### src/rtl/degree_run_length_encoder_unit_macros.svh
// assertion helpers, clocked on clk_i and quiet while rst_ni is low
`ifndef DEGREE_RUN_LENGTH_ENCODER_UNIT_MACROS_SVH
`define DEGREE_RUN_LENGTH_ENCODER_UNIT_MACROS_SVH

// same-cycle implication
`define DRLE_ASSERT_NOW(lbl, ante, cons, msg) \
  lbl: assert property (@(posedge clk_i) disable iff (!rst_ni) (ante) |-> (cons)) \
    else $error(msg);

// next-cycle implication
`define DRLE_ASSERT_NEXT(lbl, ante, cons, msg) \
  lbl: assert property (@(posedge clk_i) disable iff (!rst_ni) (ante) |=> (cons)) \
    else $error(msg);

`endif

### src/rtl/drle_pkg.sv
package drle_pkg;

  localparam int unsigned DegW = 30;
  localparam int unsigned LenW = 32;

  localparam logic [DegW-1:0] OneByteLim = DegW'(64);
  localparam logic [DegW-1:0] TwoByteLim = DegW'(16383);
  localparam logic [LenW-1:0] LenMax     = '1;

  localparam logic [7:0] OneByteTag = 8'h80;
  localparam logic [7:0] TwoByteTag = 8'hc0;

  typedef enum logic [1:0] {
    VC_ONE,
    VC_TWO,
    VC_FOUR
  } vclass_e;

  // one finished run waiting to be serialized
  typedef struct packed {
    logic [DegW-1:0] value;
    logic [LenW-1:0] length;
    vclass_e         vclass;
    logic            fin;
  } run_rec_t;

  // up to two runs leave the front per accepted word
  typedef struct packed {
    logic     wr0;
    logic     wr1;
    run_rec_t rec0;
    run_rec_t rec1;
  } run_push_t;

  function automatic vclass_e classify(input logic [DegW-1:0] v);
    vclass_e c;
    if (v < OneByteLim) begin
      c = VC_ONE;
    end else if (v < TwoByteLim) begin
      c = VC_TWO;
    end else begin
      c = VC_FOUR;
    end
    return c;
  endfunction

endpackage

### src/rtl/drle_front.sv
module drle_front (
  input  logic                   clk_i,
  input  logic                   rst_ni,
  input  logic                   accept_i,
  input  logic [drle_pkg::DegW-1:0] degree_i,
  input  logic                   final_i,
  output drle_pkg::run_push_t    push_o
);

  logic [drle_pkg::DegW-1:0] value_q, value_d;
  logic [drle_pkg::LenW-1:0] length_q, length_d;
  logic                      open_q, open_d;

  logic                      emit_old;
  logic [drle_pkg::DegW-1:0] cur_value;
  logic [drle_pkg::LenW-1:0] cur_length;
  drle_pkg::run_rec_t        old_rec, fin_rec;

  always_comb begin
    emit_old   = 1'b0;
    cur_value  = value_q;
    cur_length = length_q;
    if (!open_q) begin
      cur_value  = degree_i;
      cur_length = drle_pkg::LenW'(1);
    end else if (degree_i == value_q) begin
      if (length_q != drle_pkg::LenMax) begin
        cur_length = length_q + 1'b1;
      end
    end else begin
      emit_old   = 1'b1;
      cur_value  = degree_i;
      cur_length = drle_pkg::LenW'(1);
    end

    old_rec.value  = value_q;
    old_rec.length = length_q;
    old_rec.vclass = drle_pkg::classify(value_q);
    old_rec.fin    = 1'b0;

    fin_rec.value  = cur_value;
    fin_rec.length = cur_length;
    fin_rec.vclass = drle_pkg::classify(cur_value);
    fin_rec.fin    = 1'b1;

    push_o.wr0  = accept_i && (emit_old || final_i);
    push_o.wr1  = accept_i && emit_old && final_i;
    push_o.rec0 = emit_old ? old_rec : fin_rec;
    push_o.rec1 = fin_rec;

    value_d  = value_q;
    length_d = length_q;
    open_d   = open_q;
    if (accept_i) begin
      if (final_i) begin
        // stream closes, next word starts fresh
        value_d  = '0;
        length_d = '0;
        open_d   = 1'b0;
      end else begin
        value_d  = cur_value;
        length_d = cur_length;
        open_d   = 1'b1;
      end
    end
  end

  always_ff @(posedge clk_i or negedge rst_ni) begin
    if (!rst_ni) begin
      value_q  <= '0;
      length_q <= '0;
      open_q   <= 1'b0;
    end else begin
      value_q  <= value_d;
      length_q <= length_d;
      open_q   <= open_d;
    end
  end

endmodule

### src/rtl/drle_queue.sv
`include "degree_run_length_encoder_unit_macros.svh"

module drle_queue #(
  parameter int unsigned QDEPTH = 4
) (
  input  logic                clk_i,
  input  logic                rst_ni,
  input  drle_pkg::run_push_t push_i,
  output logic                room2_o,
  output logic                head_valid_o,
  output drle_pkg::run_rec_t  head_o,
  input  logic                pop_i
);

  localparam int unsigned PW = (QDEPTH > 1) ? $clog2(QDEPTH) : 1;
  localparam int unsigned CW = $clog2(QDEPTH + 1);
  localparam logic [CW-1:0] DepthC = CW'(QDEPTH);
  localparam logic [CW-1:0] RoomC  = CW'(QDEPTH - 2);
  localparam logic [PW-1:0] LastPtr = PW'(QDEPTH - 1);

  drle_pkg::run_rec_t mem_q [QDEPTH];
  logic [PW-1:0] wr_ptr_q, wr_ptr_d, rd_ptr_q, rd_ptr_d;
  logic [CW-1:0] count_q, count_d;
  logic [PW-1:0] wr_ptr_nx;

  function automatic logic [PW-1:0] ptr_inc(input logic [PW-1:0] p);
    return (p == LastPtr) ? '0 : p + 1'b1;
  endfunction

  always_comb begin
    wr_ptr_nx    = ptr_inc(wr_ptr_q);
    room2_o      = (count_q <= RoomC);
    head_valid_o = (count_q != '0);
    head_o       = mem_q[rd_ptr_q];

    wr_ptr_d = wr_ptr_q;
    if (push_i.wr1) begin
      wr_ptr_d = ptr_inc(wr_ptr_nx);
    end else if (push_i.wr0) begin
      wr_ptr_d = wr_ptr_nx;
    end
    rd_ptr_d = pop_i ? ptr_inc(rd_ptr_q) : rd_ptr_q;
    count_d  = count_q + CW'(push_i.wr0) + CW'(push_i.wr1) - CW'(pop_i);
  end

  always_ff @(posedge clk_i) begin
    if (push_i.wr0) begin
      mem_q[wr_ptr_q] <= push_i.rec0;
    end
    if (push_i.wr1) begin
      mem_q[wr_ptr_nx] <= push_i.rec1;
    end
  end

  always_ff @(posedge clk_i or negedge rst_ni) begin
    if (!rst_ni) begin
      wr_ptr_q <= '0;
      rd_ptr_q <= '0;
      count_q  <= '0;
    end else begin
      wr_ptr_q <= wr_ptr_d;
      rd_ptr_q <= rd_ptr_d;
      count_q  <= count_d;
    end
  end

  `DRLE_ASSERT_NOW(a_count_bound, 1'b1, count_q <= DepthC, "queue count above depth")
  `DRLE_ASSERT_NOW(a_pair_order, push_i.wr1, push_i.wr0, "second write without first")
  `DRLE_ASSERT_NOW(a_no_empty_pop, pop_i, head_valid_o, "pop from empty queue")

endmodule

### src/rtl/drle_back.sv
`include "degree_run_length_encoder_unit_macros.svh"

module drle_back (
  input  logic               clk_i,
  input  logic               rst_ni,
  input  logic               head_valid_i,
  input  drle_pkg::run_rec_t head_i,
  output logic               pop_o,
  output logic               m_axis_tvalid,
  input  logic               m_axis_tready,
  output logic [7:0]         m_axis_tdata,
  output logic               m_axis_tlast
);

  localparam logic [2:0] RemOne  = 3'd4;
  localparam logic [2:0] RemTwo  = 3'd5;
  localparam logic [2:0] RemFour = 3'd7;

  logic [63:0] seq_q, seq_d, load_seq;
  logic [2:0]  rem_q, rem_d, load_rem;
  logic        fin_q, fin_d;
  logic        out_valid_q, out_valid_d;
  logic [7:0]  out_byte_q, out_byte_d;
  logic        out_last_q, out_last_d;
  logic        slot_free;

  // bytes of a run, first byte in the top lane
  always_comb begin
    case (head_i.vclass)
      drle_pkg::VC_ONE: begin
        load_seq = {drle_pkg::OneByteTag | head_i.value[7:0], head_i.length, 24'h0};
        load_rem = RemOne;
      end
      drle_pkg::VC_TWO: begin
        load_seq = {drle_pkg::TwoByteTag | head_i.value[15:8], head_i.value[7:0],
                    head_i.length, 16'h0};
        load_rem = RemTwo;
      end
      default: begin
        load_seq = {2'b00, head_i.value, head_i.length};
        load_rem = RemFour;
      end
    endcase
  end

  always_comb begin
    slot_free   = !out_valid_q || m_axis_tready;
    pop_o       = 1'b0;
    seq_d       = seq_q;
    rem_d       = rem_q;
    fin_d       = fin_q;
    out_valid_d = out_valid_q;
    out_byte_d  = out_byte_q;
    out_last_d  = out_last_q;
    if (slot_free) begin
      if (rem_q != 3'd0) begin
        out_valid_d = 1'b1;
        out_byte_d  = seq_q[63:56];
        out_last_d  = fin_q && (rem_q == 3'd1);
        seq_d       = {seq_q[55:0], 8'h0};
        rem_d       = rem_q - 1'b1;
      end else if (head_valid_i) begin
        pop_o       = 1'b1;
        out_valid_d = 1'b1;
        out_byte_d  = load_seq[63:56];
        out_last_d  = 1'b0;
        seq_d       = {load_seq[55:0], 8'h0};
        rem_d       = load_rem;
        fin_d       = head_i.fin;
      end else begin
        out_valid_d = 1'b0;
      end
    end
  end

  always_ff @(posedge clk_i) begin
    seq_q      <= seq_d;
    fin_q      <= fin_d;
    out_byte_q <= out_byte_d;
    out_last_q <= out_last_d;
  end

  always_ff @(posedge clk_i or negedge rst_ni) begin
    if (!rst_ni) begin
      rem_q       <= 3'd0;
      out_valid_q <= 1'b0;
    end else begin
      rem_q       <= rem_d;
      out_valid_q <= out_valid_d;
    end
  end

  assign m_axis_tvalid = out_valid_q;
  assign m_axis_tdata  = out_byte_q;
  assign m_axis_tlast  = out_last_q;

  `DRLE_ASSERT_NOW(a_rem_has_byte, rem_q != 3'd0, out_valid_q, "pending bytes with empty output")
  `DRLE_ASSERT_NOW(a_last_ends_run, out_valid_q && out_last_q, rem_q == 3'd0,
                   "last byte before run end")
  `DRLE_ASSERT_NEXT(a_pop_loads, pop_o, rem_q >= RemOne, "pop without loading a run")

endmodule

### src/rtl/degree_run_length_encoder_unit.sv
// channel   dir  tdata                         tuser  tlast
// s_axis    in   [29:0] degree, [31:30] zero   -      final_vertex
// m_axis    out  [7:0] out_byte                -      last_byte
//
// the front takes one word per cycle while
// the run queue has room for two runs
// each finished run leaves as 5, 6 or 8 bytes at one byte per cycle while
// m_axis_tready is high, so a word that closes runs yields 5 to 16 bytes
// rst_ni is asynchronous; afterwards no run is open and the queue is empty
// output stalls fill the queue and then drop s_axis_tready
module degree_run_length_encoder_unit #(
  parameter int unsigned QDEPTH = 4
) (
  input  logic        clk_i,
  input  logic        rst_ni,
  input  logic        s_axis_tvalid,
  output logic        s_axis_tready,
  input  logic [31:0] s_axis_tdata,   // [29:0] degree, [31:30] zero fill
  input  logic        s_axis_tlast,   // final_vertex
  output logic        m_axis_tvalid,
  input  logic        m_axis_tready,
  output logic [7:0]  m_axis_tdata,   // [7:0] out_byte
  output logic        m_axis_tlast    // last_byte
);

  drle_pkg::run_push_t push;
  drle_pkg::run_rec_t  head;
  logic                room2, head_valid, pop, accept;

  assign s_axis_tready = room2;
  assign accept        = s_axis_tvalid && room2;

  drle_front u_front (
    .clk_i    (clk_i),
    .rst_ni   (rst_ni),
    .accept_i (accept),
    .degree_i (s_axis_tdata[drle_pkg::DegW-1:0]),
    .final_i  (s_axis_tlast),
    .push_o   (push)
  );

  drle_queue #(
    .QDEPTH (QDEPTH)
  ) u_queue (
    .clk_i        (clk_i),
    .rst_ni       (rst_ni),
    .push_i       (push),
    .room2_o      (room2),
    .head_valid_o (head_valid),
    .head_o       (head),
    .pop_i        (pop)
  );

  drle_back u_back (
    .clk_i         (clk_i),
    .rst_ni        (rst_ni),
    .head_valid_i  (head_valid),
    .head_i        (head),
    .pop_o         (pop),
    .m_axis_tvalid (m_axis_tvalid),
    .m_axis_tready (m_axis_tready),
    .m_axis_tdata  (m_axis_tdata),
    .m_axis_tlast  (m_axis_tlast)
  );

endmodule

### config.mk
export PLATFORM = sky130hd
export DESIGN_NAME = degree_run_length_encoder_unit
export DESIGN_NICKNAME = d
export VERILOG_FILES = /design/src/rtl/drle_pkg.sv /design/src/rtl/drle_front.sv /design/src/rtl/drle_queue.sv /design/src/rtl/drle_back.sv /design/src/rtl/degree_run_length_encoder_unit.sv
export VERILOG_INCLUDE_DIRS = /design/src /design/src/rtl
export SDC_FILE = /design/constraint.sdc
export NUM_CORES = 1
export LEC_CHECK = 0
export BUFFER_PORTS_ARGS = -buffer_cell sky130_fd_sc_hd__buf_2
export CAP_MARGIN = 5
export CORE_UTILIZATION = 43
export CTS_CLUSTER_SIZE = 12
export DETAILED_ROUTE_END_ITERATION = 6
export PLACE_DENSITY = 0.58
export SYNTH_ARGS = -nofsm -noshare
export SYNTH_HDL_FRONTEND = slang
export SYNTH_HIERARCHICAL = 1
export SYNTH_SLANG_ARGS = --single-unit
### constraint.sdc
create_clock -name clk_i -period 7.1 [get_ports clk_i]
set_input_delay 0.355 -clock clk_i [delete_from_list [all_inputs] [get_ports clk_i]]
set_output_delay 0.355 -clock clk_i [all_outputs]
set_load 0.05 [all_outputs]
==> results.json <==
{
  "status": "complete, no violations",
  "max_freq_ghz": 0.192,
  "min_period_ns": 5.21,
  "worstSetupStartpointType": "register",
  "layout_commonest_cell": "edfxtp_1",
  "grt.overflow.total": 0,
  "p_comb_share_pct": 37.4,
  "place_inst": 2296,
  "numClockSinks": 400,
  "drtAntennaViolNets": 0,
  "synth_cell_types": 67,
  "setup_viol": 0,
  "initial_core_util_pct": 43.7,
  "syn-instance-count": 1695,
  "syn_nets": 1745,
  "synth_top_flop_cell": "edfxtp_1",
  "crit_cells": 11,
  "path_cells": "xor2_1 -> nor4_1 -> nand4_1 -> buf_4 -> or2_1 -> nand2_1 -> nor2_1 -> buf_4 -> nand2_4 -> buf_4 -> mux2_2",
  "routed_via_density": 5.92,
  "r2r_slack_ns": 1.89,
  "end_kind": "register",
  "holdCritPathClass": "in -> reg",
  "drcViolationCount": 0,
  "area_delta_synth_final_pct": 9.20,
  "ys_ff_latch": 400,
  "p_switching_uw": 3180,
  "hold_viol": 0,
  "hold_buffers": 1,
  "crit_slowest_cell": "nor4_1",
  "synth.cell_area_um2": 22500,
  "htreeDepth": 2,
  "drive_gt1_share_pct": 35.5,
  "crit_type": "reg -> reg",
  "fp.dieH_um": 231,
  "final_cell_mix": "326 x edfxtp_1, 299 x mux2_2, 88 x nand2_1",
  "cts.repair.resized": 0,
  "first_global_vias": 14100,
  "avgSynthCellArea_um2": 13.3,
  "cap_violations": 0,
  "leakagePower_uw": 0.00905,
  "reg2reg_depth": 11,
  "endpoint": "u_queue/mem_q[2][17]$_DFFE_PP_",
  "startpoint": "u_front/value_q[29]$_DFFE_PN0P_",
  "crit_buf_inv": 3,
  "routed_wl_mm": 60.3,
  "grt_pass1_wl_mm": 91.2,
  "cpPeakStageDelay_ns": 0.91,
  "ios": 48,
  "synth.area.top_cells": "edfxtp_1 43%, mux2_2 15%, dfrtp_1 8.2%, mux4_2 6.5%, mux2_4 2.3%",
  "finClkSkew_ns": 0.0232,
  "drt_iter0_drc": 1323,
  "seqPwrFrac_pct": 37.5,
  "firstDrtPassIters": 5,
  "slew_viol_final": 0,
  "cts-root-buf": "clkbuf_16",
  "grt_max_degree": 68,
  "period_share_pct": 73.4,
  "clk-insertion-delay-late_ns": 0.59,
  "path_max_fanout": 40,
  "power_uw": 9390,
  "cts_setup_buffers": 0,
  "crit_family": "simple AND/OR/NAND/NOR gates",
  "synthArstFlopShare_pct": 18.5,
  "p_sw_share_pct": 33.9,
  "synth_top_cell_area_share_pct": 43.5,
  "clockBufferDepth": 3,
  "ir_drop_mv": 0.206,
  "required_ns": 7.42,
  "ys_warn_count": 6,
  "slew_headroom_pct": 25.9,
  "design_area_um2": 24600,
  "yosysTopAreaCell": "edfxtp_1",
  "cellPowerDensity_nw_per_um2": 382,
  "io_buffers": 45,
  "dieWidth_um": 231,
  "gp_congestion": 0.848,
  "cts_tree": "done",
  "dieArea_um2": 53300,
  "final_cells": 2382,
  "grtUsageTotal_pct": 22.9,
  "clkPwrFrac_pct": 25.1,
  "tightest_slew_ns": 1.10,
  "vias": 14100,
  "worstReg2RegStart": "u_front/value_q[29]$_DFFE_PN0P_",
  "setup_tns_ns": 0,
  "cts_buffers": 46,
  "clk_pin_slew_ns": 0.06,
  "finalNetCount": 1715,
  "rsz0062_at_grt": "no",
  "hpwl_mm": 36.9,
  "core_um2": 51500,
  "place_area_um2": 23100,
  "rows": 83,
  "cpMostUsedCell": "buf_4",
  "antenna_cells": 0,
  "intPower_uw": 6200,
  "wl_per_cell_um": 25.3,
  "antenna_found_initial": 0,
  "synth_edf_count": 326,
  "yosysSeqAreaShare_pct": 51.7,
  "cp_data_arrival_time_ns": 5.53,
  "rr_endpoint": "u_queue/mem_q[2][17]$_DFFE_PP_"
}
-- how the worst min path moves through the flow --
| stage | startpoint | end | slack [ns] | cells past startpoint |
|---|---|---|---|---|
| floorplan | rst_ni | u_back/m_axis_tvalid$_DFFE_PN0P_ | 0.06 | 0 |
| global placement | rst_ni | u_front/value_q[26]$_DFFE_PN0P_ | 0.30 | 1 |
| detailed placement | rst_ni | u_front/value_q[26]$_DFFE_PN0P_ | 0.30 | 1 |
| CTS | m_axis_tready | u_back/rem_q[1]$_DFFE_PN0P_ | 0.007 | 3 |
| global route | m_axis_tready | u_back/rem_q[1]$_DFFE_PN0P_ | 0.03 | 3 |
| finish | m_axis_tready | u_back/rem_q[1]$_DFFE_PN0P_ | 0.05 | 3 |
-- flip-flops by register name, indices dropped and copies added (netlist names) --
signal	count
u_queue/rd_ptr_q	2
u_back/seq_q	56
u_back/m_axis_tdata	8
u_queue/mem_q	260
u_queue/wr_ptr_q	2
u_queue/count_q	3
u_back/m_axis_tlast	1
u_front/length_q	32
u_front/open_q	1
u_back/fin_q	1
u_front/value_q	30
u_back/m_axis_tvalid	1
u_back/rem_q	3
-- final cells by class --
class                      instances  area [um^2]
fill                            4596        26900
sequential                       400        11600
multi-input combinational       1114         9990
clock buffer                      61         1270
tap                              680          851
timing repair buffer              73          503
clock inverter                    24          211
inverter                          30          113
-- tightest hold or removal path: stages --
cell and delay [ns]:
buf_2 0.08, nor2b_1 0.05, o22ai_2 0.08
-- Yosys cell counts (all sizes together) (9+ instances only) --
| cell type | instances |
|---|---|
| a21oi | 51 |
| a22o | 9 |
| a31o | 31 |
| a31oi | 11 |
| and3 | 14 |
| buf | 75 |
| clkbuf | 76 |
| dfrtp | 74 |
| edfxtp | 326 |
| ha | 11 |
| inv | 30 |
| mux2 | 333 |
| mux2i | 41 |
| mux4 | 65 |
| nand2 | 96 |
| nand2b | 11 |
| nand3 | 21 |
| nand4 | 20 |
| nor2 | 75 |
| nor2b | 37 |
| nor3 | 22 |
| nor4 | 36 |
| o21ai | 61 |
| o22ai | 14 |
| o31ai | 18 |
| or3 | 16 |
| xnor2 | 30 |
| xor2 | 35 |
-- per-layer routing --
metal / wire length (um) / global-route usage [%] / vias up
met5: 0 / 0 / -
met4: 1310 / 6.27 / 0
met3: 3350 / 4.20 / 73
met2: 27700 / 35.3 / 384
met1: 27900 / 33.0 / 7223
li1: - / - / 6410
-- through the flow --
step | util, % | worst slack, ns | hold WS (ns)
after CTS | 47.7 | 1.95 | 0.00686
after global routing | 47.7 | 1.72 | 0.0284
after floorplan | - | 2.61 | 0.0594
after global placement | 44.8 | 1.84 | 0.301
after detailed placement | 44.8 | 1.84 | 0.298
final | 47.7 | 1.89 | 0.0466
-- cells by family (layout without fill, tap and decap cells) --
kind of cell    count (synthesis)  in the layout  share of synthesized area, %
mux                           439            439                          25.6
xor+xnor                       65             65                          2.53
flops                         400            400                          51.7
compound gates                224            224                          6.51
other cells                     1              1                        0.0167
buf+inv                       181            188                          4.24
fa+ha+maj                      13             13                         0.789
simple gates                  372            372                          8.65
-- power groups by stage --
stage,Sequential [uW],Clock [uW],Combinational [uW]
2_1_floorplan,3490,0,2660
5_1_grt,3570,2490,3760
4_1_cts,3520,2400,3530
3_5_place_dp,3570,0,3510
3_3_place_gp,3550,0,3470
6_report,3520,2350,3510
Note: power is estimated with default switching activity, not from simulation.
